===== src/rtl/vprc_pkg.sv =====
package vprc_pkg;

  // Configuration register indexes
  typedef enum logic [2:0] {
    REG_REGION_START   = 3'd0,
    REG_ROW_WIDTH      = 3'd1,
    REG_ROW_STRIDE     = 3'd2,
    REG_REGION_END     = 3'd3,
    REG_FRAME_END_MASK = 3'd4
  } reg_idx_e;

  localparam int unsigned CfgIdxWidth  = 3;
  localparam int unsigned CfgDataWidth = 24;

  localparam logic [23:0] RegionStartRst  = 24'd0;
  localparam logic [15:0] RowWidthRst     = 16'd64;
  localparam logic [15:0] RowStrideRst    = 16'd1280;
  localparam logic [23:0] RegionEndRst    = 24'd65536;
  localparam logic [7:0]  FrameEndMaskRst = 8'd2;

  // Header byte index that carries the frame-end flags
  localparam logic [7:0] FlagByteIdx = 8'd1;
  localparam logic [7:0] ByteIdxMax  = 8'd255;

  // Result queue between front and back
  localparam int unsigned QDepth  = 4;
  localparam int unsigned QPtrW   = 2;
  localparam int unsigned QCountW = 3;

  typedef struct packed {
    logic [23:0] region_start;
    logic [15:0] row_width;
    logic [15:0] row_stride;
    logic [23:0] region_end;
    logic [7:0]  frame_end_mask;
  } cfg_t;

  typedef struct packed {
    logic [7:0] window_byte;
    logic       row_done;
  } result_t;

endpackage


===== src/rtl/video_packet_roi_crop_top.sv =====
// A result is written into the queue when its byte is accepted and can be popped in the next cycle.
// Throughput: one item per cycle while the queue is not full; the front section updates its frame state once per item.
// A four-entry result queue lets the front keep taking items while results wait for pop.
// full asserts only while that queue holds four results.
// Reset (rst_ni low, asynchronous) empties the queue, loads register defaults, sets idle mode.
module video_packet_roi_crop_top #(
  parameter int unsigned POSITION_WIDTH = 24
) (
  input  logic                               clk_i,
  input  logic                               rst_ni,
  input  logic                               push,
  output logic                               full,
  input  logic [7:0]                         data_byte_i,
  input  logic                               packet_first_i,
  input  logic                               packet_last_i,
  output logic                               empty,
  input  logic                               pop,
  output logic [7:0]                         window_byte_o,
  output logic                               row_done_o,
  input  logic                               cfg_valid_i,
  output logic                               cfg_ready_o,
  input  logic [vprc_pkg::CfgIdxWidth-1:0]   cfg_index_i,
  input  logic [vprc_pkg::CfgDataWidth-1:0]  cfg_data_i
);
  import vprc_pkg::*;

  cfg_t    cfg_q;
  logic    accept;
  logic    res_valid;
  result_t res, head;

  assign cfg_ready_o = 1'b1;
  assign accept      = push && !full;

  always_ff @(posedge clk_i or negedge rst_ni) begin
    if (!rst_ni) begin
      cfg_q.region_start   <= RegionStartRst;
      cfg_q.row_width      <= RowWidthRst;
      cfg_q.row_stride     <= RowStrideRst;
      cfg_q.region_end     <= RegionEndRst;
      cfg_q.frame_end_mask <= FrameEndMaskRst;
    end else if (cfg_valid_i) begin
      case (cfg_index_i)
        REG_REGION_START:   cfg_q.region_start   <= cfg_data_i;
        REG_ROW_WIDTH:      cfg_q.row_width      <= cfg_data_i[15:0];
        REG_ROW_STRIDE:     cfg_q.row_stride     <= cfg_data_i[15:0];
        REG_REGION_END:     cfg_q.region_end     <= cfg_data_i;
        REG_FRAME_END_MASK: cfg_q.frame_end_mask <= cfg_data_i[7:0];
        default:            cfg_q                <= cfg_q;
      endcase
    end
  end

  vprc_front #(
    .PositionWidth(POSITION_WIDTH)
  ) u_front (
    .clk_i         (clk_i),
    .rst_ni        (rst_ni),
    .cfg_i         (cfg_q),
    .accept_i      (accept),
    .data_byte_i   (data_byte_i),
    .packet_first_i(packet_first_i),
    .packet_last_i (packet_last_i),
    .res_valid_o   (res_valid),
    .res_o         (res)
  );

  vprc_queue u_queue (
    .clk_i    (clk_i),
    .rst_ni   (rst_ni),
    .wr_i     (res_valid),
    .wr_data_i(res),
    .rd_i     (pop),
    .rd_data_o(head),
    .full_o   (full),
    .empty_o  (empty)
  );

  assign window_byte_o = head.window_byte;
  assign row_done_o    = head.row_done;

endmodule


===== src/rtl/vprc_front.sv =====
module vprc_front #(
  parameter int unsigned PositionWidth = 24
) (
  input  logic            clk_i,
  input  logic            rst_ni,
  input  vprc_pkg::cfg_t  cfg_i,
  input  logic            accept_i,
  input  logic [7:0]      data_byte_i,
  input  logic            packet_first_i,
  input  logic            packet_last_i,
  output logic            res_valid_o,
  output vprc_pkg::result_t res_o
);
  import vprc_pkg::*;

  localparam int unsigned PW   = PositionWidth;
  localparam int unsigned CmpW = (PositionWidth > 24) ? PositionWidth : 24;
  localparam logic [PW-1:0] PosMax = {PW{1'b1}};

  typedef enum logic [1:0] {
    MODE_IDLE    = 2'd0,
    MODE_COLLECT = 2'd1,
    MODE_WAIT    = 2'd2
  } mode_e;

  mode_e         mode_q, mode_d;
  logic [PW-1:0] pos_q, pos_d;
  logic [PW-1:0] nrs_q, nrs_d;
  logic [7:0]    bip_q, bip_d;
  logic [7:0]    hlen_q, hlen_d;
  logic          fes_q, fes_d;

  logic [7:0]    idx;
  logic          is_payload;
  logic [PW:0]   row_end;
  logic [PW:0]   pos_p1;
  logic [PW:0]   nrs_sum;
  logic [PW-1:0] nrs_adv;
  logic [PW-1:0] pos_inc;
  logic [CmpW-1:0] rs_ext;
  logic [PW-1:0] rs_sat;
  logic          in_win;
  logic          done;

  always_comb begin
    idx     = packet_first_i ? 8'd0 : bip_q;
    row_end = {1'b0, nrs_q} + (PW+1)'(cfg_i.row_width);
    pos_p1  = {1'b0, pos_q} + 1'b1;
    nrs_sum = {1'b0, nrs_q} + (PW+1)'(cfg_i.row_stride);
    nrs_adv = nrs_sum[PW] ? PosMax : nrs_sum[PW-1:0];
    pos_inc = (pos_q == PosMax) ? pos_q : pos_p1[PW-1:0];
    rs_ext  = CmpW'(cfg_i.region_start);
    rs_sat  = (rs_ext > CmpW'(PosMax)) ? PosMax : rs_ext[PW-1:0];
    in_win  = (CmpW'(pos_q) < CmpW'(cfg_i.region_end)) && (pos_q >= nrs_q) &&
              ({1'b0, pos_q} < row_end);
    done    = (pos_p1 == row_end);

    mode_d = mode_q;
    pos_d  = pos_q;
    nrs_d  = nrs_q;
    bip_d  = bip_q;
    hlen_d = (idx == 8'd0) ? data_byte_i : hlen_q;
    fes_d  = fes_q;
    if (idx == 8'd0) begin
      fes_d = 1'b0;
    end else if (idx == FlagByteIdx) begin
      fes_d = (data_byte_i & cfg_i.frame_end_mask) == cfg_i.frame_end_mask;
    end

    is_payload = (mode_q == MODE_COLLECT) && (idx >= hlen_d);
    res_valid_o = accept_i && is_payload && in_win;
    res_o.window_byte = data_byte_i;
    res_o.row_done    = done;

    if (is_payload) begin
      pos_d = pos_inc;
      if (in_win && done) begin
        nrs_d = nrs_adv;
      end
    end

    if (packet_last_i) begin
      if (mode_q == MODE_COLLECT) begin
        // past the region: park until the next frame end
        if (CmpW'(pos_d) >= CmpW'(cfg_i.region_end)) begin
          mode_d = MODE_WAIT;
          pos_d  = '0;
          nrs_d  = rs_sat;
        end
      end else if (fes_d) begin
        mode_d = MODE_COLLECT;
        pos_d  = '0;
        nrs_d  = rs_sat;
      end
      bip_d = 8'd0;
    end else begin
      bip_d = (idx < ByteIdxMax) ? idx + 8'd1 : ByteIdxMax;
    end
  end

  always_ff @(posedge clk_i or negedge rst_ni) begin
    if (!rst_ni) begin
      mode_q <= MODE_IDLE;
      pos_q  <= '0;
      nrs_q  <= '0;
      bip_q  <= 8'd0;
      hlen_q <= 8'd0;
      fes_q  <= 1'b0;
    end else if (accept_i) begin
      mode_q <= mode_d;
      pos_q  <= pos_d;
      nrs_q  <= nrs_d;
      bip_q  <= bip_d;
      hlen_q <= hlen_d;
      fes_q  <= fes_d;
    end
  end

endmodule


===== src/rtl/vprc_queue.sv =====
module vprc_queue (
  input  logic              clk_i,
  input  logic              rst_ni,
  input  logic              wr_i,
  input  vprc_pkg::result_t wr_data_i,
  input  logic              rd_i,
  output vprc_pkg::result_t rd_data_o,
  output logic              full_o,
  output logic              empty_o
);
  import vprc_pkg::*;

  result_t             mem_q [QDepth];
  logic [QPtrW-1:0]    wr_ptr_q, rd_ptr_q;
  logic [QCountW-1:0]  count_q;
  logic                do_wr, do_rd;

  assign full_o    = (count_q == QCountW'(QDepth));
  assign empty_o   = (count_q == '0);
  assign do_wr     = wr_i && !full_o;
  assign do_rd     = rd_i && !empty_o;
  assign rd_data_o = mem_q[rd_ptr_q];

  always_ff @(posedge clk_i) begin
    if (do_wr) begin
      mem_q[wr_ptr_q] <= wr_data_i;
    end
  end

  always_ff @(posedge clk_i or negedge rst_ni) begin
    if (!rst_ni) begin
      wr_ptr_q <= '0;
      rd_ptr_q <= '0;
      count_q  <= '0;
    end else begin
      if (do_wr) begin
        wr_ptr_q <= wr_ptr_q + 1'b1;
      end
      if (do_rd) begin
        rd_ptr_q <= rd_ptr_q + 1'b1;
      end
      case ({do_wr, do_rd})
        2'b10:   count_q <= count_q + 1'b1;
        2'b01:   count_q <= count_q - 1'b1;
        default: count_q <= count_q;
      endcase
    end
  end

endmodule


===== config.mk =====
export PLATFORM = sky130hd
export DESIGN_NAME = video_packet_roi_crop_top
export DESIGN_NICKNAME = d
export VERILOG_FILES = /design/src/rtl/vprc_pkg.sv /design/src/rtl/video_packet_roi_crop_top.sv /design/src/rtl/vprc_front.sv /design/src/rtl/vprc_queue.sv
export SDC_FILE = /design/constraint.sdc
export NUM_CORES = 1
export LEC_CHECK = 0
export BUFFER_PORTS_ARGS = -buffer_cell sky130_fd_sc_hd__buf_4
export CORE_MARGIN = 5
export CORE_UTILIZATION = 55
export CTS_CLUSTER_SIZE = 30
export DETAILED_ROUTE_END_ITERATION = 10
export PLACE_DENSITY = 0.72
export SYNTH_ARGS = -nofsm -noshare
export SYNTH_HDL_FRONTEND = slang
export SYNTH_SLANG_ARGS = --single-unit

===== constraint.sdc =====
create_clock -name clk_i -period 13 [get_ports clk_i]
set_clock_uncertainty 0.05 [all_clocks]
set_input_delay 0.65 -clock clk_i [delete_from_list [all_inputs] [get_ports clk_i]]
set_output_delay 0.65 -clock clk_i [all_outputs]
set_load 0.02 [all_outputs]

==> key figures <==
Logic synthesis
  – Most frequent cell after synthesis: dfrtp_1
  – Cells after synthesis: 1492
  – Synth top area cells: dfrtp_1 (27%), ha_1 (12%), edfxtp_1 (7.4%)
  – Number of synthesized flops with an enable pin: 36
  – Unique masters post-synth: 93
  – Dominant synthesized flop cell: dfrtp_1
  – Most frequent cells after synthesis: dfrtp_1 (157), ha_1 (144), nand2_1 (93)
  – Mapped Nets: 1681
  – Seq cells post-synth: 198
  – Yosys warns: 0
  – Synth top area share: 26.9%
  – Avg Cell Area, Syn: 9.77 um2
  – Sequential share of the synthesized area: 35.3%
  – Synth area leader: dfrtp_1
  – Post-Syn Area: 0.0146 mm2
  – Async set-or-reset flop fraction in the synthesized netlist: 81.8%

GRT
  – Total gr overflow: 0
  – First-pass GRT wire length: 66400 um
  – Tot GR Track Use: 27.7%
  – Initial antenna violation count: 0
  – Largest net degree at the start of global routing: 88
  – Vias in the first global route: 11749

STA
  – Hold WS: 0.221 ns
  – FMAX: 127 MHz
  – Max-slew violations: 0
  – Fin. Hold Viols: 0
  – Max_slew headroom: 34.6%
  – Fin crit share: 60.3%
  – PnR worst setup slack: 5.15 ns
  – Final Critical Period: 7.85 ns
  – Final setup viols: 0
  – RSZ-0062 raised after global routing: false
  – Slew @ Worst Pin: 0.971 ns
  – Setup_tns: 0 ns

Critical path
  – Worst r2r src: u_front.bip_q[0]
  – Critical Path End: u_front.pos_q[10]
  – Worst EP required: 13.28 ns
  – Crit path DAT: 8.13 ns
  – Reg2reg path depth: 27
  – Worst Setup SP: packet_first_i
  – Worst Setup Path Type: input port to flop
  – Startpoint types: input port
  – Crit. End Element: flop
  – CP Max Fanout: 21
  – Reg2reg end: u_front.pos_q[10]
  – Slack of the worst reg-to-reg path: 5.18 ns

Placement
  – I/O Buffers: 52
  – Dpl ws: 4.91 ns
  – GPL Wtd Cong: 0.973
  – Hpwl dp: 31800 um
  – Placed cells: 1830

Power
  – Max IR drop VDD: 0.111 mV
  – Leakage dissipation: 0.00727 uW
  – Pwr Density: 187 mW/mm2

Layout
  – Diode count: 0
  – Core Util, Final: 60.8%
  – Layout cells sized above 1: 15.1%
  – Layout area overhead: 8.64%
  – Layout net count: 1703
  – Final Instance Count excl. Fillers: 1862

Routing
  – Via/cell ratio: 6.45
  – Total iterations of the first detailed-routing run: 5
  – Remaining DRCs: 0
  – DR vias: 12019
  – 1st-iter DRT viols: 1139
  – DRT antenna net count: 0
  – Wire per inst: 22.5 um
  – Routed wire length: 41900 um

Clock tree
  – CTS tree: yes
  – Clock Pin Slew Worst Setup and Hold Paths: 0.08 ns
  – Worst-skew pair later-pin latency: 0.44 ns
  – Root buffer cell: clkbuf_16
  – Total CTS buffers: 17
  – CTS Buffer Depth: 2
  – H-tree depth: 4
  – Clock sinks: 198
  – Post-CTS setup buffers: 0
  – CTS Hold Buffers Added: 0
  – # resized after CTS: 0

Die
  – Core box area: 0.0261 mm2
  – Die Wd: 173 um
  – Initial Util: 56.0%
  – Die ar.: 0.0299 mm2
  – Die height: 173 um
  – # IOs: 54
  – Row cnt: 59

Min path
  – HP Class: input port to asynchronous set/reset pin

Status
  – Status: finished, final reports clean

Job
  – Max-cap violations: 0
-- layout by cell type, fill, tap and decap left out, types with 6 or more instances in the layout --
cell	netlist	routed
dfrtp_1	157	157
ha_1	144	144
nand2_1	93	93
inv_1	89	89
o21ai_0	88	88
mux2_2	86	86
a21oi_1	84	84
nor2_1	84	84
buf_4	1	66
xnor2_1	60	60
a21o_1	45	45
edfxtp_1	36	36
nand3_1	34	34
nand4_1	34	34
and3_1	32	32
xor2_1	29	29
nor3_1	24	24
a22o_1	21	21
o211ai_1	20	20
nor2b_1	19	18
clkbuf_16	0	17
nand2b_1	14	13
a211oi_1	13	13
o21a_1	12	12
nor4_1	11	11
mux2i_1	11	11
and2_1	10	10
o22ai_1	10	10
a31oi_1	9	9
o31ai_1	9	9
mux4_2	9	9
or3_1	8	8
o21bai_1	7	7
and4_1	7	7
xnor3_1	7	7
a2111oi_0	6	6
-- stage by stage --
stage / total power, uW / cell area [um2]
floorplan: 1990 / 14600
finish: 2960 / 15800
detailed placement: 2400 / 15300
global route: 3170 / 15800
global placement: 2370 / 15300
CTS: 2940 / 15800
-- layout make-up --
| cell class | instances | area (um2) |
|---|---|---|
| clock buffers | 19 | 433 |
| multi-input cells | 1141 | 8870 |
| fillers | 2189 | 10200 |
| clock inverters | 13 | 140 |
| well taps | 335 | 419 |
| repair buffers | 67 | 507 |
| flip-flops and latches | 198 | 5140 |
| inverters | 89 | 334 |
-- state kept, by name, summed over array words and instances (netlist names) --
register,flops
u_front.fes_q,1
u_queue.count_q,3
u_front.pos_q,24
cfg_q,88
u_front.mode_q,2
u_queue.wr_ptr_q,2
u_queue.mem_q,36
u_queue.rd_ptr_q,2
u_front.hlen_q,8
u_front.nrs_q,24
u_front.bip_q,8
-- power breakdown --
| part | total (uW) | switching, uW | internal (uW) |
|---|---|---|---|
| sequential | 911 | 160 | 750 |
| combinational | 1520 | 859 | 663 |
| clock | 527 | 255 | 272 |
| total | 2960 | 1270 | 1690 |
-- worst min-delay path by stage --
stage	slack [ns]	to	start	cells after the start
after floorplan	0.30	cfg_q[0]	rst_ni	0
after global placement	0.40	u_front.bip_q[0]	u_front.bip_q[0]	1
after detailed placement	0.41	u_front.bip_q[0]	u_front.bip_q[0]	1
after CTS	0.27	cfg_q[12]	rst_ni	1
after global routing	0.30	cfg_q[6]	rst_ni	1
final	0.22	cfg_q[6]	rst_ni	1
-- critical path, stage by stage --
cell,delay (ns)
buf_4,0.16
nor2b_1,0.35
inv_1,0.12
ha_1,0.25
nand2_1,0.32
mux2_2,0.40
ha_1,0.27
nand2b_1,0.09
a21o_1,0.11
a21o_1,0.10
a21oi_1,0.06
o21ai_0,0.15
a31oi_1,0.24
nor2b_1,0.67
nand2_1,0.34
or3_1,0.39
xnor2_1,0.15
ha_1,0.32
nand4_1,0.11
a2111oi_0,0.45
a211oi_1,0.18
nor4b_2,0.28
buf_4,0.29
and2_0,0.78
buf_4,0.32
nor2_1,0.05
buf_4,0.25
a22o_1,0.25
-- kinds of logic (layout without fill, tap and decap cells) --
family,count (synthesis),after routing,synth area share [%]
buffers and inverters,153,188,4.08
DFF,198,198,35.3
adders and majority gates,147,147,12.8
other,1,1,0.0257
xor gates and xnor gates,97,97,6.59
and+or+nand+nor,412,412,15.3
AOI/OAI and AO/OA,378,378,17.2
muxes,106,106,8.79
-- metal layers --
metal / global-route usage (%) / wire, um / vias to the layer above
met2: 43.4 / 18700 / 518
li1: - / - / 5545
met1: 38.7 / 18400 / 5838
met5: 0 / 0 / -
met3: 4.43 / 2870 / 118
met4: 11.3 / 1920 / 0
No activity file was read; power rests on OpenSTA's default activity.
